$ cat src/rtl/lkvc_pkg.sv
// Package for the LRU key-value cache: request codes, defaults, shared types.
// Used by every module of the cache; depends on nothing.
package lkvc_pkg;

    localparam int ENTRIES_DEF    = 16;
    localparam int KEY_BITS_DEF   = 32;
    localparam int VALUE_BITS_DEF = 32;

    localparam int FUNC_W  = 2;
    localparam int FIELD_W = 32;
    localparam int CAP_W   = 5;
    localparam logic [CAP_W-1:0] CAP_RESET = 5'd16;

    localparam logic [FUNC_W-1:0] FUNC_GET      = 2'd0;
    localparam logic [FUNC_W-1:0] FUNC_PUT      = 2'd1;
    localparam logic [FUNC_W-1:0] FUNC_CONTAINS = 2'd2;
    // Unused code; the cache treats it like a contains.
    localparam logic [FUNC_W-1:0] FUNC_SPARE    = 2'd3;

    // Commands from the controller to the datapath.
    typedef struct packed {
        logic lookup;   // Register the compare result for the latched item.
        logic update;   // Apply the item to the table.
        logic evict;    // Drop the least recent entry.
    } t_cmd;

    // Status from the datapath to the controller.
    typedef struct packed {
        logic hit;
        logic is_put;
        logic full;
    } t_status;

endpackage

$ cat src/rtl/lkvc_ctrl.sv
// Controller state machine of the LRU key-value cache.
// Depends on lkvc_pkg.
module lkvc_ctrl
    import lkvc_pkg::*;
(
    input  logic    i_clk,
    input  logic    i_rst_n,
    input  logic    i_in_valid,
    output logic    o_in_ready,
    output logic    o_out_valid,
    input  logic    i_out_ready,
    input  t_status i_status,
    output t_cmd    o_cmd,
    output logic    o_take
);

    localparam logic [2:0] S_IDLE = 3'd0;
    localparam logic [2:0] S_LOOK = 3'd1;
    localparam logic [2:0] S_EVICT = 3'd2;
    localparam logic [2:0] S_UPD  = 3'd3;
    localparam logic [2:0] S_OUT  = 3'd4;

    logic [2:0] r_state, n_state;

    assign o_in_ready  = (r_state == S_IDLE);
    assign o_out_valid = (r_state == S_OUT);
    assign o_take      = o_in_ready && i_in_valid;

    // Next state and commands.
    always_comb begin
        n_state = r_state;
        o_cmd   = '0;
        unique case (r_state)
            S_IDLE: begin
                if (i_in_valid) n_state = S_LOOK;
            end
            S_LOOK: begin
                o_cmd.lookup = 1'b1;
                n_state = S_EVICT;
            end
            S_EVICT: begin
                if (i_status.is_put && !i_status.hit && i_status.full) o_cmd.evict = 1'b1;
                n_state = S_UPD;
            end
            S_UPD: begin
                o_cmd.update = 1'b1;
                n_state = S_OUT;
            end
            S_OUT: begin
                if (i_out_ready) n_state = S_IDLE;
            end
            default: n_state = S_IDLE;
        endcase
    end

    // State register.
    always_ff @(posedge i_clk) begin
        if (!i_rst_n) begin
            r_state <= S_IDLE;
        end else begin
            r_state <= n_state;
        end
    end

endmodule

$ cat src/rtl/lkvc_datapath.sv
// Datapath of the LRU key-value cache: entry registers, key compare, ranks.
// Depends on lkvc_pkg.
module lkvc_datapath
    import lkvc_pkg::*;
#(
    parameter int ENTRIES    = ENTRIES_DEF,
    parameter int KEY_BITS   = KEY_BITS_DEF,
    parameter int VALUE_BITS = VALUE_BITS_DEF
) (
    input  logic               i_clk,
    input  logic               i_rst_n,
    input  logic               i_take,
    input  logic [FUNC_W-1:0]  i_func,
    input  logic [FIELD_W-1:0] i_key,
    input  logic [FIELD_W-1:0] i_value,
    input  logic [CAP_W-1:0]   i_capacity,
    input  t_cmd               i_cmd,
    output t_status            o_status,
    output logic               o_hit,
    output logic [FIELD_W-1:0] o_read_value,
    output logic [CAP_W-1:0]   o_occupancy
);

    localparam int IDX_W = $clog2(ENTRIES);
    localparam int CNT_W = $clog2(ENTRIES + 1);

    logic [FUNC_W-1:0]     r_func;
    logic [KEY_BITS-1:0]   r_key;
    logic [VALUE_BITS-1:0] r_value;
    logic [ENTRIES-1:0]    r_valid;
    logic [KEY_BITS-1:0]   r_ekey [ENTRIES];
    logic [VALUE_BITS-1:0] r_edata [ENTRIES];
    logic [IDX_W-1:0]      r_rank [ENTRIES];
    logic [CNT_W-1:0]      r_used;
    logic                  r_hit;
    logic [IDX_W-1:0]      r_slot;
    logic [FIELD_W-1:0]    r_rd;

    logic [ENTRIES-1:0] match;
    logic [IDX_W-1:0]   match_idx, free_idx;
    logic               any_match;
    logic [CNT_W-1:0]   cap_eff;

    // Parallel key compare and first free slot.
    always_comb begin
        match_idx = '0;
        free_idx  = '0;
        for (int i = ENTRIES - 1; i >= 0; i--) begin
            match[i] = r_valid[i] && (r_ekey[i] == r_key);
            if (match[i]) match_idx = IDX_W'(i);
            if (!r_valid[i]) free_idx = IDX_W'(i);
        end
        any_match = |match;
    end

    // Clamp the capacity register into 1..ENTRIES.
    always_comb begin
        if (i_capacity == '0) begin
            cap_eff = CNT_W'(1);
        end else if (32'(i_capacity) > ENTRIES) begin
            cap_eff = CNT_W'(ENTRIES);
        end else begin
            cap_eff = CNT_W'(i_capacity);
        end
    end

    assign o_status.hit    = r_hit;
    assign o_status.is_put = (r_func == FUNC_PUT);
    assign o_status.full   = (r_used >= cap_eff);
    assign o_hit        = r_hit;
    assign o_read_value = r_rd;
    assign o_occupancy  = CAP_W'(r_used);

    // Item latch, lookup result and read data.
    always_ff @(posedge i_clk) begin
        if (i_take) begin
            r_func  <= i_func;
            r_key   <= KEY_BITS'(i_key);
            r_value <= VALUE_BITS'(i_value);
        end
        if (i_cmd.lookup) begin
            r_hit  <= any_match;
            r_slot <= match_idx;
            r_rd   <= (any_match && r_func == FUNC_GET) ?
                      FIELD_W'(r_edata[match_idx]) : '0;
        end
        if (i_cmd.update && r_func == FUNC_PUT) begin
            if (r_hit) begin
                r_edata[r_slot] <= r_value;
            end else if (!r_valid[free_idx]) begin
                r_ekey[free_idx]  <= r_key;
                r_edata[free_idx] <= r_value;
            end
        end
    end

    // Valid bits, ranks and the used count.
    always_ff @(posedge i_clk) begin
        if (!i_rst_n) begin
            r_valid <= '0;
            r_used  <= '0;
            for (int i = 0; i < ENTRIES; i++) r_rank[i] <= '0;
        end else if (i_cmd.evict) begin
            // The least recent entry holds rank used-1.
            for (int i = 0; i < ENTRIES; i++) begin
                if (r_valid[i] && r_rank[i] == IDX_W'(r_used - CNT_W'(1))) begin
                    r_valid[i] <= 1'b0;
                    r_rank[i]  <= '0;
                end
            end
            r_used <= r_used - CNT_W'(1);
        end else if (i_cmd.update) begin
            if (r_hit && (r_func == FUNC_GET || r_func == FUNC_PUT)) begin
                for (int i = 0; i < ENTRIES; i++) begin
                    if (r_valid[i] && r_rank[i] < r_rank[r_slot]) begin
                        r_rank[i] <= r_rank[i] + IDX_W'(1);
                    end
                end
                r_rank[r_slot] <= '0;
            end else if (!r_hit && r_func == FUNC_PUT && !r_valid[free_idx]) begin
                for (int i = 0; i < ENTRIES; i++) begin
                    if (r_valid[i]) r_rank[i] <= r_rank[i] + IDX_W'(1);
                end
                r_valid[free_idx] <= 1'b1;
                r_rank[free_idx]  <= '0;
                r_used <= r_used + CNT_W'(1);
            end
        end
    end

endmodule

$ cat src/rtl/lru_key_value_cache_top.sv
// LRU key-value cache with ENTRIES fully associative slots. An accepted item
// passes through the compare, evict and update states before its result is
// offered. The next item is accepted in the cycle after the result is taken,
// so the cache holds only one item at a time and a stalled result holds off
// the next item. Depends on lkvc_pkg, lkvc_ctrl and lkvc_datapath.
module lru_key_value_cache_top
    import lkvc_pkg::*;
#(
    parameter int ENTRIES    = ENTRIES_DEF,
    parameter int KEY_BITS   = KEY_BITS_DEF,
    parameter int VALUE_BITS = VALUE_BITS_DEF
) (
    input  logic               i_clk,
    input  logic               i_rst_n,
    input  logic               i_cfg_valid,
    output logic               o_cfg_ready,
    input  logic [CAP_W-1:0]   i_cfg_data,
    input  logic               i_in_valid,
    output logic               o_in_ready,
    input  logic [FUNC_W-1:0]  i_func,
    input  logic [FIELD_W-1:0] i_lookup_key,
    input  logic [FIELD_W-1:0] i_write_value,
    output logic               o_out_valid,
    input  logic               i_out_ready,
    output logic               o_hit,
    output logic [FIELD_W-1:0] o_read_value,
    output logic [CAP_W-1:0]   o_occupancy
);

    logic [CAP_W-1:0] r_capacity;
    t_cmd    cmd;
    t_status status;
    logic    take;

    // Capacity register.
    assign o_cfg_ready = 1'b1;
    always_ff @(posedge i_clk) begin
        if (!i_rst_n) begin
            r_capacity <= CAP_RESET;
        end else if (i_cfg_valid) begin
            r_capacity <= i_cfg_data;
        end
    end

    lkvc_ctrl u_ctrl (
        .i_clk(i_clk), .i_rst_n(i_rst_n),
        .i_in_valid(i_in_valid), .o_in_ready(o_in_ready),
        .o_out_valid(o_out_valid), .i_out_ready(i_out_ready),
        .i_status(status), .o_cmd(cmd), .o_take(take)
    );

    lkvc_datapath #(
        .ENTRIES(ENTRIES), .KEY_BITS(KEY_BITS), .VALUE_BITS(VALUE_BITS)
    ) u_dp (
        .i_clk(i_clk), .i_rst_n(i_rst_n), .i_take(take),
        .i_func(i_func), .i_key(i_lookup_key), .i_value(i_write_value),
        .i_capacity(r_capacity), .i_cmd(cmd), .o_status(status),
        .o_hit(o_hit), .o_read_value(o_read_value), .o_occupancy(o_occupancy)
    );

endmodule

$ cat config.mk
export PLATFORM = sky130hd
export DESIGN_NAME = lru_key_value_cache_top
export DESIGN_NICKNAME = d
export VERILOG_FILES = /design/src/rtl/lkvc_pkg.sv /design/src/rtl/lkvc_ctrl.sv /design/src/rtl/lkvc_datapath.sv /design/src/rtl/lru_key_value_cache_top.sv
export SDC_FILE = /design/constraint.sdc
export NUM_CORES = 2
export LEC_CHECK = 0
export ABC_AREA = 0
export BUFFER_PORTS_ARGS = -buffer_cell sky130_fd_sc_hd__clkbuf_2
export CAP_MARGIN = 20
export CORE_ASPECT_RATIO = 0.5
export CORE_MARGIN = 4
export CORE_UTILIZATION = 63
export DETAILED_ROUTE_END_ITERATION = 7
export HOLD_SLACK_MARGIN = 0.15
export PLACE_DENSITY = 0.81
export SYNTH_ARGS = -nofsm -noshare
export SYNTH_HDL_FRONTEND = slang
export SYNTH_SLANG_ARGS = --single-unit
$ cat constraint.sdc
create_clock -name i_clk -period 5.26 [get_ports i_clk]
set_input_delay 0.526 -clock i_clk [delete_from_list [all_inputs] [get_ports i_clk]]
set_output_delay 0.526 -clock i_clk [all_outputs]
set_load 0.01 [all_outputs]
==> results.yml <==
synthesis:
  synth_top_area_share_pct: 63.2
  synth_edf_count: 1127
  synth_common_cells: "1127 x edfxtp_1, 424 x xor2_1, 204 x nor2_1, 167 x nor4_1, 167 x xnor2_1"
  syn_area_per_cell_um2: 14.3
  syn_nets: 3884
  ys.flop_type: "edfxtp_1"
  yosys.area.top_type: "edfxtp_1"
  synth_warnings: 0
  seq_area_frac_synth_pct: 66.9
  ys_ff_latch: 1224
  synth.distinct_cells: 70
  yosysMostFrequentCell: "edfxtp_1"
  synthCells: 3737
  synth-async-reset-ratio_pct: 0
  syn_area_um2: 53500
  synth_area_leaders: "edfxtp_1 63%, xor2_1 6.9%, dfxtp_1 3.6%, xnor2_1 2.7%, mux2i_1 2.2%"
floorplanning:
  rows: 75
  die_w_um: 420
  core-area_um2: 84000
  dieArea_um2: 90000
  ios: 117
  die_h_um: 214
  initial_utilization_pct: 63.7
global_routing:
  grt-ovfl-total: 0
  grt_max_degree: 94
  grt_pass1_wl_mm: 218
  first_global_vias: 34565
  antenna_found_initial: 0
  grtUsageTotal_pct: 32.4
setup_path:
  cpPeakStageDelay_ns: 0.78
  startpoint_type: "flip-flop"
  arrival_ns: 5.72
  worstPathCellList: "buf_4 > xor2_1 > nor4_1 > nand4_1 > or4_1 > nand2_1 > a21oi_1 > o31ai_1 > a31oi_1 > nand2_2 > buf_12 > a221oi_1 > a221oi_1 > a22o_1"
  ff2ff_path_depth: 14
  rrSetupSlack_ns: 0.11
  critical_path.startpoint: "u_dp.r_key[11]"
  crit_fanout: 64
  crit_path_end_kind: "flip-flop"
  rr_endpoint: "u_dp.o_read_value[8]"
  worstSetupEndpoint: "u_dp.o_read_value[8]"
  cp_slowest_cell: "edfxtp_1"
  crit_type: "reg -> reg"
  critical_path_required_ns: 5.84
  rr_startpoint: "u_dp.r_key[11]"
  crit_top_cell: "a221oi_1"
sta:
  fin_crit_sh_pct: 97.8
  fin_skew_ns: 0.0397
  setup_violations: 0
  timing.final.crit_period_ns: 5.15
  slew_headroom_pct: 29.3
  finalSetupTns_ns: 0
  rsz0062_at_grt: "no"
  hold_viol: 0
  slew_violations: 0
  worst_slew_pin_slew_ns: 1.06
  max_freq_mhz: 194
cts:
  cts_root_buf: "clkbuf_16"
  cts.path.max_buffers: 3
  clkLatencyLatePin_ns: 0.73
  path_clk_slew_ns: 0.07
  clock_sinks: 1224
  h-tree-depth: 3
  cts_tree: "built"
  cts_buffers: 104
detailed_routing:
  drtAntennaViolNets: 0
  routed_wl_mm: 148
  num_vias: 35343
  drt_first_pass_iters: 8
  drcViolationCount: 0
  wl_per_cell_um: 28.4
  drt_iter0_markers: 4888
  viasPerCell: 6.80
placement:
  portBuffers: 115
  place.gp.congestion: 0.982
  dp_cells: 4928
  dpl.hpwl_mm: 89.6
  postPlaceCellArea_um2: 56400
status:
  status: "complete, no violations"
pwr:
  p_sw_share_pct: 22.8
  seq_power_share_pct: 55.4
  power_density_nw_per_um2: 328
  vdd_drop_max_uv: 288
  clkPwrFrac_pct: 38.7
  power.internal_w: 0.0153
  comb_power_share_pct: 5.9
  p_sw_w: 0.00453
  leakagePower_nw: 20.6
flow_run:
  cap_violations: 0
cells_and_area:
  num-nets-final: 4139
  fin_cells: 5196
  stdcell_area_um2: 60400
  area_growth_pct: 12.9
  final_layout_size_suffix_gt1_share_pct: 12.4
hold_path:
  hold_start: "i_cfg_valid"
  hold_path_class: "in -> reg"
==> area by class of cell <==
cell class	count	area [um2]
sequential	1224	35800
timing repair buffer	348	3040
antenna	2	5.00
inverter	32	120
multi-input combinational	2282	16800
clock buffer	130	2720
fill	5131	23500
clock inverter	62	572
tap	1116	1400
==> power by group through the flow <==
stage / clock (W) / sequential (W) / combinational, W
after CTS: 0.00768 / 0.0110 / 0.00115
final: 0.00767 / 0.0110 / 0.00118
after global placement: 0 / 0.0112 / 0.00107
after floorplan: 0 / 0.0111 / 0.000610
after global routing: 0.00814 / 0.0110 / 0.00123
after detailed placement: 0 / 0.0112 / 0.00110
==> worst min path at each step <==
stage / endpoint / slack, ns / cells after the start
2_1_floorplan: u_ctrl.r_state[1] / 0.46 / 1
3_3_place_gp: u_ctrl.r_state[1] / 0.47 / 1
3_5_place_dp: u_ctrl.r_state[1] / 0.49 / 1
4_1_cts: r_capacity[0] / 0.18 / 3
5_1_grt: r_capacity[2] / 0.23 / 3
6_report: r_capacity[2] / 0.23 / 3
==> cells by family after synthesis <==
logic type / after synthesis / synth area share, %
and+or+nand+nor: 913 / 9.19
adders and majority gates: 71 / 1.66
muxes: 139 / 3.05
xor gates and xnor gates: 592 / 9.70
buffers and inverters: 231 / 2.25
DFF: 1224 / 66.9
AOI/OAI and AO/OA: 566 / 7.28
other: 1 / 0.00701
==> placed cells by master, fill, tap and decap left out, types with 19 or more instances in the layout <==
cell type      instances
a21oi_1               86
inv_1                 31
clkbuf_2             115
clkinv_1              23
xor2_1               423
xnor2_1              166
a31oi_1               72
clkbuf_1              24
nor3_1                96
and2_1                68
o21ai_0               92
nand3_1               50
clkinv_2              23
nor4_1               166
dlygate4sd3_1         74
edfxtp_1            1127
mux4_2                19
mux2i_1              116
ha_1                  71
clkbuf_16            104
nor2_1               171
o21ai_1               24
buf_4                117
a211oi_1              42
nand4_1               93
a221oi_1             128
nand4b_1              19
buf_12                42
a22o_1                32
dfxtp_1               97
nand2b_1              31
nand2_1               92
==> repair_timing <==
action,in CTS,in global routing
buffers inserted,0,0
gates resized for setup,0,0
endpoints found under the hold margin,73,0
hold buffers,74,0
==> state kept, by name (all words and copies together) (netlist names), named ones only <==
| signal | count |
|---|---|
| u_dp.o_read_value | 32 |
| u_dp.o_hit | 1 |
| r_capacity | 5 |
| u_dp.r_valid | 16 |
| u_dp.r_edata | 512 |
| u_dp.o_occupancy | 5 |
| u_dp.r_slot | 4 |
| u_dp.r_ekey | 512 |
| u_ctrl.r_state | 3 |
| u_dp.r_value | 32 |
| u_dp.r_key | 32 |
| u_dp.r_rank | 64 |
| u_dp.r_func | 2 |
==> per-layer routing <==
metal / up-vias / part of all wire [%] / global-route usage (%)
li1: 14915 / - / -
met1: 17395 / 38 / 46.0
met2: 2602 / 45 / 49.2
met3: 431 / 12 / 7.70
met4: 0 / 4.2 / 12.2
met5: - / 0 / 0
==> worst max-delay path, delay by kind of cell, from the launching register on <==
family	cells	cell delay [ns]
AO/OA/AOI/OAI	6	1.81
AND/OR/NAND/NOR	5	1.44
flip-flops	1	0.78
buffers and inverters	2	0.74
XOR/XNOR	1	0.17
==> per-stage QoR <==
step | worst slack (ns) | total power (W) | hold slack [ns] | utilization [%]
5_1_grt | 0.0934 | 0.0204 | 0.225 | 72.0
3_3_place_gp | 0.431 | 0.0122 | 0.471 | 67.2
4_1_cts | 0.343 | 0.0198 | 0.181 | 72.0
2_1_floorplan | 1.24 | 0.0117 | 0.459 | -
6_report | 0.115 | 0.0198 | 0.230 | 72.0
3_5_place_dp | 0.371 | 0.0123 | 0.489 | 67.2
(Power assumes the default switching activity.)
